## src/rtl/core/hob_pkg.sv

```systemverilog
// ----------------------------------------------------------------------------
// hob_pkg
// Shared types, constants and encoder functions for the hierarchical
// occupancy bitmap.
// ----------------------------------------------------------------------------
package hob_pkg;

  // fixed field widths
  localparam int IDX_W      = 12;
  localparam int KIND_W     = 2;
  localparam int LEAF_COUNT = 64;
  localparam int LEAF_AW    = 6;

  // parameter defaults
  localparam int NUM_BITS_DEF  = 4096;
  localparam int WORD_BITS_DEF = 64;

  // item kinds
  localparam logic [KIND_W-1:0] KIND_SET     = 2'd0;
  localparam logic [KIND_W-1:0] KIND_CLR     = 2'd1;
  localparam logic [KIND_W-1:0] KIND_CLR_ALL = 2'd2;

  // controller to datapath commands
  typedef struct packed {
    logic load_item;
    logic update;
    logic find;
    logic result;
  } hob_cmd_t;

  // position of the lowest set bit (63 when none is set)
  function automatic logic [LEAF_AW-1:0] low_one(input logic [63:0] w);
    logic [LEAF_AW-1:0] res;
    res = LEAF_AW'(63);
    for (int i = 63; i >= 0; i--) begin
      if (w[i]) res = LEAF_AW'(i);
    end
    return res;
  endfunction

  // position of the highest set bit (0 when none is set)
  function automatic logic [LEAF_AW-1:0] high_one(input logic [63:0] w);
    logic [LEAF_AW-1:0] res;
    res = '0;
    for (int i = 0; i < 64; i++) begin
      if (w[i]) res = LEAF_AW'(i);
    end
    return res;
  endfunction

endpackage

```

## src/rtl/core/hob_ctrl.sv

```systemverilog
// ----------------------------------------------------------------------------
// hob_ctrl
// Sequencer for the bitmap: accept, leaf update, summary encode, result load.
// ----------------------------------------------------------------------------
module hob_ctrl (
  input  logic              clk,
  input  logic              rst_n,
  input  logic              in_valid,
  output logic              in_stall,
  output logic              out_valid,
  input  logic              out_stall,
  output hob_pkg::hob_cmd_t cmd
);
  import hob_pkg::*;

  localparam logic [1:0] ST_IDLE = 2'd0;
  localparam logic [1:0] ST_UPD  = 2'd1;
  localparam logic [1:0] ST_FIND = 2'd2;
  localparam logic [1:0] ST_RES  = 2'd3;

  logic [1:0] state_r;
  logic [1:0] state_nxt;
  logic       out_valid_r;
  logic       out_valid_nxt;
  logic       out_free;
  logic       accept_ok;
  logic       accept;

  // handshake
  assign out_free  = !out_valid_r || !out_stall;
  assign accept_ok = (state_r == ST_IDLE) || ((state_r == ST_RES) && out_free);
  assign in_stall  = !accept_ok;
  assign accept    = in_valid && accept_ok;
  assign out_valid = out_valid_r;

  // commands
  always_comb begin
    cmd.load_item = accept;
    cmd.update    = (state_r == ST_UPD);
    cmd.find      = (state_r == ST_FIND);
    cmd.result    = (state_r == ST_RES) && out_free;
  end

  // next state
  always_comb begin
    state_nxt = state_r;
    unique case (state_r)
      ST_IDLE: begin
        if (accept) state_nxt = ST_UPD;
      end
      ST_UPD:  state_nxt = ST_FIND;
      ST_FIND: state_nxt = ST_RES;
      ST_RES: begin
        if (out_free) state_nxt = accept ? ST_UPD : ST_IDLE;
      end
      default: state_nxt = ST_IDLE;
    endcase
  end

  // output valid
  always_comb begin
    out_valid_nxt = out_valid_r;
    if (cmd.result) begin
      out_valid_nxt = 1'b1;
    end else if (out_valid_r && !out_stall) begin
      out_valid_nxt = 1'b0;
    end
  end

  always_ff @(posedge clk) begin
    if (!rst_n) begin
      state_r     <= ST_IDLE;
      out_valid_r <= 1'b0;
    end else begin
      state_r     <= state_nxt;
      out_valid_r <= out_valid_nxt;
    end
  end

endmodule

```

## config.mk

```make
export PLATFORM = sky130hd
export DESIGN_NAME = hob_ctrl
export DESIGN_NICKNAME = d
export VERILOG_FILES = /design/src/rtl/core/hob_pkg.sv /design/src/rtl/core/hob_ctrl.sv
export SDC_FILE = /design/constraint.sdc
export NUM_CORES = 1
export LEC_CHECK = 0
export BUFFER_PORTS_ARGS = -buffer_cell sky130_fd_sc_hd__buf_4
export CAP_MARGIN = 20
export CORE_AREA = 2 2 39 41
export DETAILED_ROUTE_END_ITERATION = 10
export DIE_AREA = 0 0 41 43
export GPL_ROUTABILITY_DRIVEN = 0
export PLACE_DENSITY = 0.41
export SLEW_MARGIN = 10
export SYNTH_ARGS = -nofsm -noshare
export SYNTH_HDL_FRONTEND = slang
export SYNTH_SLANG_ARGS = --single-unit
```

## constraint.sdc

```tcl
create_clock -name clk -period 1.55 [get_ports clk]
set_input_delay 0.155 -clock clk [delete_from_list [all_inputs] [get_ports clk]]
set_output_delay 0.155 -clock clk [all_outputs]
set_load 0.02 [all_outputs]
```

==> metrics.txt, run 1 <==
Place WS just over 0.2 ns; Worst Setup End Kind primary output; Post-Synthesis Cells 26; Post-Synth Adder-Cell Area 0.249; vias in the first global route 183; grt total ovfl 0; DR iter-0 viols 1; power share of the combinational group 0.593; syn_nets 35; leading cell type in the layout, fill and taps excluded buf_4; asr flop ratio synth 0; most frequent cells in the layout buf_4, ha_1, clkbuf_4; count of cell types in the netlist 17; setup TNS 0 ns; RSZ-0062 raised after global routing false; mux contribution to synthesized area 0; initial antenna violation count 0; XOR/XNOR Fraction of Synth Area 0; first-pass GRT wire length 703 µm; synthesized area ~250 µm²; Root Buffer clkbuf_4; post-synthesis simple-gate area fraction 0.174; DR WL/cell just over 9 µm; Layout Utilization 0.264; worst r2r src state_r[1]; Slew HR 0.866; post-CTS setup buffers 0; chip width around 41 µm; CTS Buf Count 3; DIE AREA ~0.0018 mm²; Pwr Density 1950 mW/mm²; ratio of cells with drive above 1 in the final layout 0.541; Crit Path Class register to primary output; period utilization 0.904; via count 215; Seq pwr share 0.220; status completed; R2R Setup Slk between 0.2 and 0.25 ns; Antenna Cells 0; worst hold path stage count 2; Leakage between 0.15 and 0.2 nW; crit path max fanout 4; TritonCTS clock tree done; clk slew on worst S/H paths approximately 0.040 ns; Net Sw Power 0.312 mW; final setup fails 0; Synthesis Warnings 0; critical path data required time 1.39 ns; CTS max path bufs 2; P_int between 0.4 and 0.5 mW; TritonCTS Sinks 3; slowest stage delay, CP around 0.37 ns; Die Y about 43 µm; worst min-delay path category input pin to register; Hold EP out_valid; register area share after synthesis 0.239; Layout Nets 47; Min Clock Period, post-route 1.40 ns; Worst Max-Slew Pin Slew approximately 0.2 ns; Pwr Total 0.714 mW; Rows 14; GRT Util Overall 0.0633; largest family of logic cells by synthesized area compound AO/OA/AOI/OAI gates; Max Cap Violations 0; Hold Crit Start rst_n; post-synthesis compound-gate area fraction 0.249; reg2reg end state_r[0]; IO Pins 10; cts hold-fix bufs 0; Sw Share 0.437; vias per cell slightly above 4; crit-path cells ha_4, a21boi_2, nor2_1, nor2b_1, buf_4; Worst Path Arrival 1.25 ns; Clock Power Share 0.187; core footprint about 0.0014 mm²; Final Hold Viols 0; Area growth syn-to-layout 45.3%; post-detail-place hpwl slightly above 400 µm; ANT nets after route 0; final WL between 400 and 500 µm; H-tree level count 1; maximum vdd drop between 0.5 and 0.6 mV; final setup margin 0.149 ns; Worst Setup Start Kind register; critical path's slowest cell dfxtp_2; Seq cells post-synth 3; Clock Latency Late Sink about 0.23 ns; initial core utilization 0.182; R2R cell count 4; Hold WS 0.178 ns; clock skew ~0.0027 ns; Post-synth EDFFs 0; maximum clock frequency 0.714 GHz; ys flop type dfxtp_1; Final Max Tran Viols 0; Pre-Repair DR Iteration Count 2; IO Port Bufs 9; DR DRC count 0; largest net degree at the start of global routing 6; Avg Inst Size Synth between 9 and 10 µm²
[what timing repair did]
| item | 4_1_cts | 5_1_grt |
|---|---|---|
| resized for setup | 1 | 3 |
| endpoints found under the hold margin | 0 | 0 |
| endpoints found under the setup margin | 1 | 1 |
[how the worst max path moves through the flow]
stage | to | cells after the start | from
5_1_grt | cmd[3] | 5 | state_r[1]
6_report | cmd[3] | 5 | state_r[0]
3_5_place_dp | state_r[0] | 4 | state_r[1]
4_1_cts | cmd[3] | 5 | state_r[1]
2_1_floorplan | cmd[3] | 5 | state_r[0]
3_3_place_gp | state_r[0] | 4 | state_r[0]
[area by class of cell]
type	instances	area (µm²)
inverter	2	7.51
fill	158	1020
sequential	3	62.6
clock buffer	4	26.3
multi-input combinational	19	181
timing repair buffer	9	67.6
tap	16	20.0
[Yosys cell counts (2+ instances only)]
master	count	area, µm²
ha_1	5	62.6
dfxtp_1	3	60.1
buf_4	2	15.0
nor2_1	2	7.51
nor2b_1	2	12.5
[layer usage]
metal	track usage	wire length, µm	vias up
met5	0	0	-
met1	0.0611	186	100
met2	0.0906	269	5
li1	-	-	110
met4	0.0600	0	0
met3	0.0314	37	0
[kinds of logic (layout without fill, tap and decap cells)]
logic type	after synthesis	in the layout
AO/OA/AOI/OAI	7	7
AND/OR/NAND/NOR	7	7
adder cells (fa/ha/maj)	5	5
buffers and inverters	4	15
flip-flops	3	3
[critical path, delay by kind of cell (launching register included)]
kind            cells  cell delay [ns]
buf+inv             1             0.14
simple gates        2             0.17
fa+ha+maj           1             0.16
compound gates      1             0.18
flops               1             0.37
[state kept, by name, summed over array words and instances (netlist names)]
name       cells
out_valid      1
state_r        2
[power groups by stage]
stage / clock network, mW / logic, mW / registers, mW
floorplan: 0 / 0.309 / 0.140
global placement: 0 / 0.422 / 0.141
detailed placement: 0 / 0.422 / 0.141
CTS: 0.141 / 0.424 / 0.140
global route: 0.151 / 0.463 / 0.163
finish: 0.134 / 0.423 / 0.157
[per-stage QoR]
step	std cells	instance area [µm²]
floorplan	26	251
global placement	49	324
detailed placement	49	324
global route	53	365
finish	53	365
CTS	53	353
No activity file was read; power rests on OpenSTA's default activity.
==> run 2: changes to the inputs <==
- CTS_BUF_LIST: not set -> sky130_fd_sc_hd__clkbuf_4 sky130_fd_sc_hd__clkbuf_8 sky130_fd_sc_hd__clkbuf_16
- PLACE_DENSITY: 0.41 -> not set
- PLACE_DENSITY_LB_ADDON: not set -> 0.05
==> run 2 against run 1 <==
  * Sequential cell count unchanged
  * Utilization up 0.27 points
  * Sequential share of layout area down 0.17 points
  * Register-to-register slack about the same
  * Critical path type unchanged
  * Highest routed layer unchanged
==> metrics.txt, run 2 (same netlist as run 1, synthesis figures left out) <==
most frequent cells in the layout buf_4, ha_1, clkbuf_4 (unchanged); final setup margin 0.133 ns (was 0.149 ns); CTS max path bufs 2 (unchanged); first-pass GRT wire length 800 µm (was 703 µm); IO Pins 10 (unchanged); ratio of cells with drive above 1 in the final layout 0.568 (was 0.541); TritonCTS clock tree done (unchanged); maximum clock frequency 0.706 GHz (was 0.714 GHz); Area growth syn-to-layout 46.8% (was 45.3%); slowest stage delay, CP 0.38 ns (was 0.37 ns); final WL 481 µm (was 494 µm); Antenna Cells 0 (unchanged); leading cell type in the layout, fill and taps excluded buf_4 (unchanged); Min Clock Period, post-route 1.42 ns (was 1.40 ns); Critical Path End cmd[3] (unchanged); DR DRC count 0 (unchanged); ANT nets after route 0 (unchanged); DR WL/cell 9.08 µm (was 9.32 µm); largest net degree at the start of global routing 6 (unchanged); GRT Util Overall 0.0732 (was 0.0633); Pwr Density 1990 mW/mm² (was 1950 mW/mm²); Root Buffer clkbuf_4 (unchanged); cts hold-fix bufs 0 (unchanged); critical path's slowest cell dfxtp_2 (unchanged); Rows 14 (unchanged); worst min-delay path category input pin to register (unchanged); R2R Setup Slk 0.21 ns (was 0.22 ns); DR iter-0 viols 2 (was 1); vias per cell 4.06 (unchanged); Leakage 0.163 nW (was 0.160 nW); Worst Max-Slew Pin Slew 0.205 ns (was 0.200 ns); reg2reg end state_r[0] (unchanged); Worst Setup End Kind primary output (unchanged); crit path max fanout 5 (was 4); Clock Latency Late Sink 0.23 ns (about the same); Place WS 0.187 ns (was 0.203 ns); Worst Path Arrival 1.26 ns (was 1.25 ns); initial antenna violation count 0 (unchanged); crit-path cells ha_4, a21boi_2, nor2_1, nor2b_1, buf_4 (unchanged); crit path from state_r[1] (was state_r[0]); maximum vdd drop 0.514 mV (was 0.508 mV); clk slew on worst S/H paths 0.04 ns (about the same); critical path data required time 1.39 ns (about the same); initial core utilization 0.182 (unchanged); Final Max Tran Viols 0 (unchanged); IO Port Bufs 9 (unchanged); grt total ovfl 0 (unchanged); Reg with most FFs state_r (unchanged); vias in the first global route 223 (was 183); final setup fails 0 (unchanged); TritonCTS Sinks 3 (unchanged); Slew HR 0.862 (was 0.866); status completed (unchanged); Worst Setup Start Kind register (unchanged); Final Hold Viols 0 (unchanged); Crit Path Class register to primary output (unchanged); Max Cap Violations 0 (unchanged); CTS Buf Count 3 (unchanged); Die Y 43 µm (unchanged); R2R cell count 4 (unchanged); chip width 41 µm (unchanged); max reg flops 2 (unchanged); setup TNS 0 ns (unchanged); period utilization 0.914 (was 0.904); core footprint 0.00138 mm² (unchanged); clock skew 0.000712 ns (was 0.00273 ns); H-tree level count 1 (unchanged); RSZ-0062 raised after global routing false (unchanged); via count 215 (unchanged); Layout Nets 47 (unchanged); DIE AREA 0.00176 mm² (unchanged); Pre-Repair DR Iteration Count 2 (unchanged); worst r2r src state_r[1] (unchanged)
==> run 2: how the worst min path moves through the flow <==
stage,startpoint,end,slack [ns],cells after the start
global placement,rst_n,out_valid,0.41,2
global route,rst_n,state_r[0],0.19,2
finish,rst_n,out_valid,0.17,2
floorplan,rst_n,out_valid,0.28,1
detailed placement,rst_n,out_valid,0.41,2
CTS,rst_n,out_valid,0.16,2
==> run 2: power breakdown <==
group	switching, mW	internal, mW	leakage [nW]	total, mW
combinational	0.231	0.194	0.120	0.425
clock	0.0386	0.114	0.0184	0.152
sequential	0.0441	0.113	0.0253	0.157
total	0.314	0.421	0.163	0.735
==> run 2: metal layers <==
metal  wire [µm]  global-route usage  vias to the layer above
met2         243              0.0938                        6
met1         207              0.0801                       97
met3          29              0.0157                        0
met5           0                   0                        -
li1            -                   -                      112
met4           0               0.100                        0
==> run 2: layout make-up <==
class	instances	area [µm²]
repair buffers	9	67.6
multi-input cells	19	181
flip-flops and latches	3	62.6
inverters	2	7.51
clock buffers	4	30.0
well taps	16	20.0
fillers	159	1010
==> run 2: what timing repair did <==
action                                  in CTS  in global routing
pin swaps                                    0                  1
endpoints found under the hold margin        0                  0
resized for setup                            2                  2
endpoints found under the setup margin       1                  1
buffers inserted                             0                  0
==> run 2: metrics by stage <==
step | total power [mW] | instances | hold slack (ns) | cell area, µm² | util
floorplan | 0.448 | 26 | 0.283 | 251 | -
global placement | 0.565 | 49 | 0.410 | 324 | 0.234
detailed placement | 0.568 | 49 | 0.407 | 324 | 0.234
CTS | 0.735 | 53 | 0.162 | 358 | 0.259
global route | 0.803 | 53 | 0.188 | 369 | 0.267
finish | 0.735 | 53 | 0.168 | 369 | 0.267
==> run 2: critical path: cells and delay by family (launching register included) <==
| family | cells | cell delay (ns) |
|---|---|---|
| flops | 1 | 0.38 |
| compound gates | 1 | 0.17 |
| simple gates | 2 | 0.17 |
| fa+ha+maj | 1 | 0.16 |
| buf+inv | 1 | 0.14 |
==> run 3: changes to the inputs <==
- ABC_AREA: not set -> 1
- PLACE_DENSITY_LB_ADDON: 0.05 -> 0.1
==> run 3 against run 2 <==
  * Via count rose by 10%
  * Setup slack improved by 0.014 ns
  * Sequential cell count did not move
  * Critical path type unchanged
  * Largest power group unchanged
  * Global-route usage rose by 0.49 points
  * Critical endpoint unchanged
  * Worst hold slack barely moved
==> metrics.txt, run 3 <==
status completed (unchanged); max reg flops 2 (unchanged); cell family with most CP delay flip-flops (unchanged); placed cell count 57 (was 49); Rows 14 (unchanged); setup TNS 0 ns (unchanged); Worst Path Arrival 1.25 ns (was 1.26 ns); critical path data required time 1.39 ns (about the same); Worst Max-Slew Pin Slew 0.130 ns (was 0.205 ns); Root Buffer clkbuf_4 (unchanged); IO Port Bufs 9 (unchanged); synthesized area 250 µm² (was 251 µm²); Min Clock Period, post-route 1.40 ns (was 1.42 ns); initial antenna violation count 0 (unchanged); initial core utilization 0.181 (was 0.182); Post-synth EDFFs 0 (unchanged); Hold WS 0.168 ns (about the same); area leader, netlist ha_1 (unchanged); crit path max fanout 4 (was 5); leading cell type in the layout, fill and taps excluded buf_4 (unchanged); Post-Layout Cell Count 61 (was 53); grt total ovfl 0 (unchanged); post-CTS setup buffers 0 (unchanged); Final Hold Viols 0 (unchanged); critical path's slowest cell dfxtp_2 (unchanged); Area growth syn-to-layout 43.0% (was 46.8%); asr flop ratio synth 0 (unchanged); maximum clock frequency 0.713 GHz (was 0.706 GHz); ratio of cells with drive above 1 in the final layout 0.444 (was 0.568); Post-synth top cells nand2_1, inv_1, ha_1, dfxtp_1, nand3_1 (was ha_1, dfxtp_1, buf_4, nor2_1, nor2b_1); Final Max Tran Viols 0 (unchanged); Seq cells post-synth 3 (unchanged); Clock Latency Late Sink 0.24 ns (was 0.23 ns); worst r2r src state_r[0] (was state_r[1]); most frequent cells in the layout buf_4, nand2_1, inv_1 (was buf_4, ha_1, clkbuf_4); multi-input logic area 155 µm² (was 181 µm²); Reg with most FFs state_r (unchanged); top cells by area, synth ha_1, dfxtp_1, nand2_1, inv_1, nand3_1 (was ha_1, dfxtp_1, buf_4, nor2b_1, o31ai_2); period utilization 0.905 (was 0.914); worst min-delay path category input pin to register (unchanged); crit path from state_r[0] (was state_r[1]); crit-path cells inv_1, ha_1, nor2_2, nor2_1, buf_4 (was ha_4, a21boi_2, nor2_1, nor2b_1, buf_4); Pre-Repair DR Iteration Count 4 (was 2); first-pass GRT wire length 897 µm (was 800 µm); slowest stage delay, CP 0.35 ns (was 0.38 ns); final setup margin 0.147 ns (was 0.133 ns); Max Cap Violations 0 (unchanged); Hold Crit Start rst_n (unchanged); DR iter-0 viols 4 (was 2); Worst Setup End Kind primary output (unchanged); Layout Utilization 0.259 (was 0.267); syn_nets 43 (was 35); CP bufs+invs 2 (was 1); IO Pins 10 (unchanged); clk slew on worst S/H paths 0.04 ns (about the same); via count 237 (was 215); area share of the largest cell type after synthesis 0.250 (was 0.249); clock skew 0.00600 ns (was 0.000712 ns); CTS Buf Count 3 (unchanged); DR DRC count 0 (unchanged); vias in the first global route 226 (was 223); Place WS 0.310 ns (was 0.187 ns); core footprint 0.00138 mm² (unchanged); ANT nets after route 0 (unchanged); Avg Inst Size Synth 7.36 µm² (was 9.67 µm²); Antenna Cells 0 (unchanged); chip width 41 µm (unchanged); RSZ-0062 raised after global routing false (unchanged); count of cell types in the netlist 12 (was 17); FF/Latch Area 62.6 µm² (unchanged); Synthesis Warnings 0 (unchanged); TritonCTS clock tree done (unchanged); ys flop type dfxtp_1 (unchanged); largest net degree at the start of global routing 6 (unchanged); final setup fails 0 (unchanged); vias per cell 3.89 (was 4.06); TritonCTS Sinks 3 (unchanged); Pwr Density 2040 mW/mm² (was 1990 mW/mm²); Die Y 43 µm (unchanged); cts hold-fix bufs 0 (unchanged); register area share after synthesis 0.240 (was 0.239); fill cell count 158 (was 159); Slew HR 0.913 (was 0.862); Crit Path Class register to primary output (unchanged); DIE AREA 0.00176 mm² (unchanged); final WL 514 µm (was 481 µm); post-detail-place hpwl about 420 µm; CTS max path bufs 2 (unchanged); most common cell in the netlist nand2_1 (was ha_1); Leakage 0.190 nW (was 0.163 nW); Layout Nets 55 (was 47); maximum vdd drop 0.376 mV (was 0.514 mV); DR WL/cell 8.43 µm (was 9.08 µm); H-tree level count 1 (unchanged); Worst Setup Start Kind register (unchanged); Post-Synthesis Cells 34 (was 26); GRT Util Overall 0.0782 (was 0.0732)
## run 3: cell type report
| cell class | count | area share |
|---|---|---|
| clock buffer | 4 | 0.0839 |
| sequential | 3 | 0.175 |
| inverter | 6 | 0.0629 |
| tap | 16 | 0.0559 |
| timing repair buffer | 9 | 0.189 |
| multi-input combinational | 23 | 0.434 |
## run 3: where the power goes
group	switching, mW	internal [mW]	total [mW]
registers	0.0363	0.112	0.148
logic	0.243	0.180	0.423
clock network	0.0437	0.114	0.158
## run 3: worst paths after layout
path | end | slack, ns | depth (start not counted)
max | cmd[3] | 0.15 | 5
min | state_r[0] | 0.17 | 3
max reg2reg | state_r[0] | 0.46 | 6
min reg2reg | state_r[0] | 0.49 | 2
## run 3: kinds of logic (layout without fill, tap and decap cells)
family | after synthesis | after routing | share of synthesized area
simple gates | 15 | 15 | 0.285
fa+ha+maj | 5 | 5 | 0.250
buf+inv | 8 | 19 | 0.150
flops | 3 | 3 | 0.240
compound gates | 3 | 3 | 0.0750
## run 3: worst reg2reg max path, cell delays in order, from the launching register on
cell     delay (ns)
dfxtp_2        0.35
inv_1          0.09
ha_1           0.24
nand2_2        0.11
nand3_1        0.08
nand2_1        0.07
a21oi_2        0.05
## run 3: metal layers
metal	track usage	wire [µm]
met3	0.0314	32
met5	0	0
met4	0.0600	17
met1	0.0990	215
met2	0.100	249
## run 3: metrics by stage
step | cell area, µm² | total power, mW
2_1_floorplan | 250 | 0.450
5_1_grt | 358 | 0.812
3_3_place_gp | 323 | 0.565
6_report | 358 | 0.729
4_1_cts | 353 | 0.732
3_5_place_dp | 323 | 0.568
## run 3: what timing repair did
item | CTS | global route
gates resized for setup | 0 | 3
endpoints found under the setup margin | 0 | 1
endpoints found under the hold margin | 0 | 0
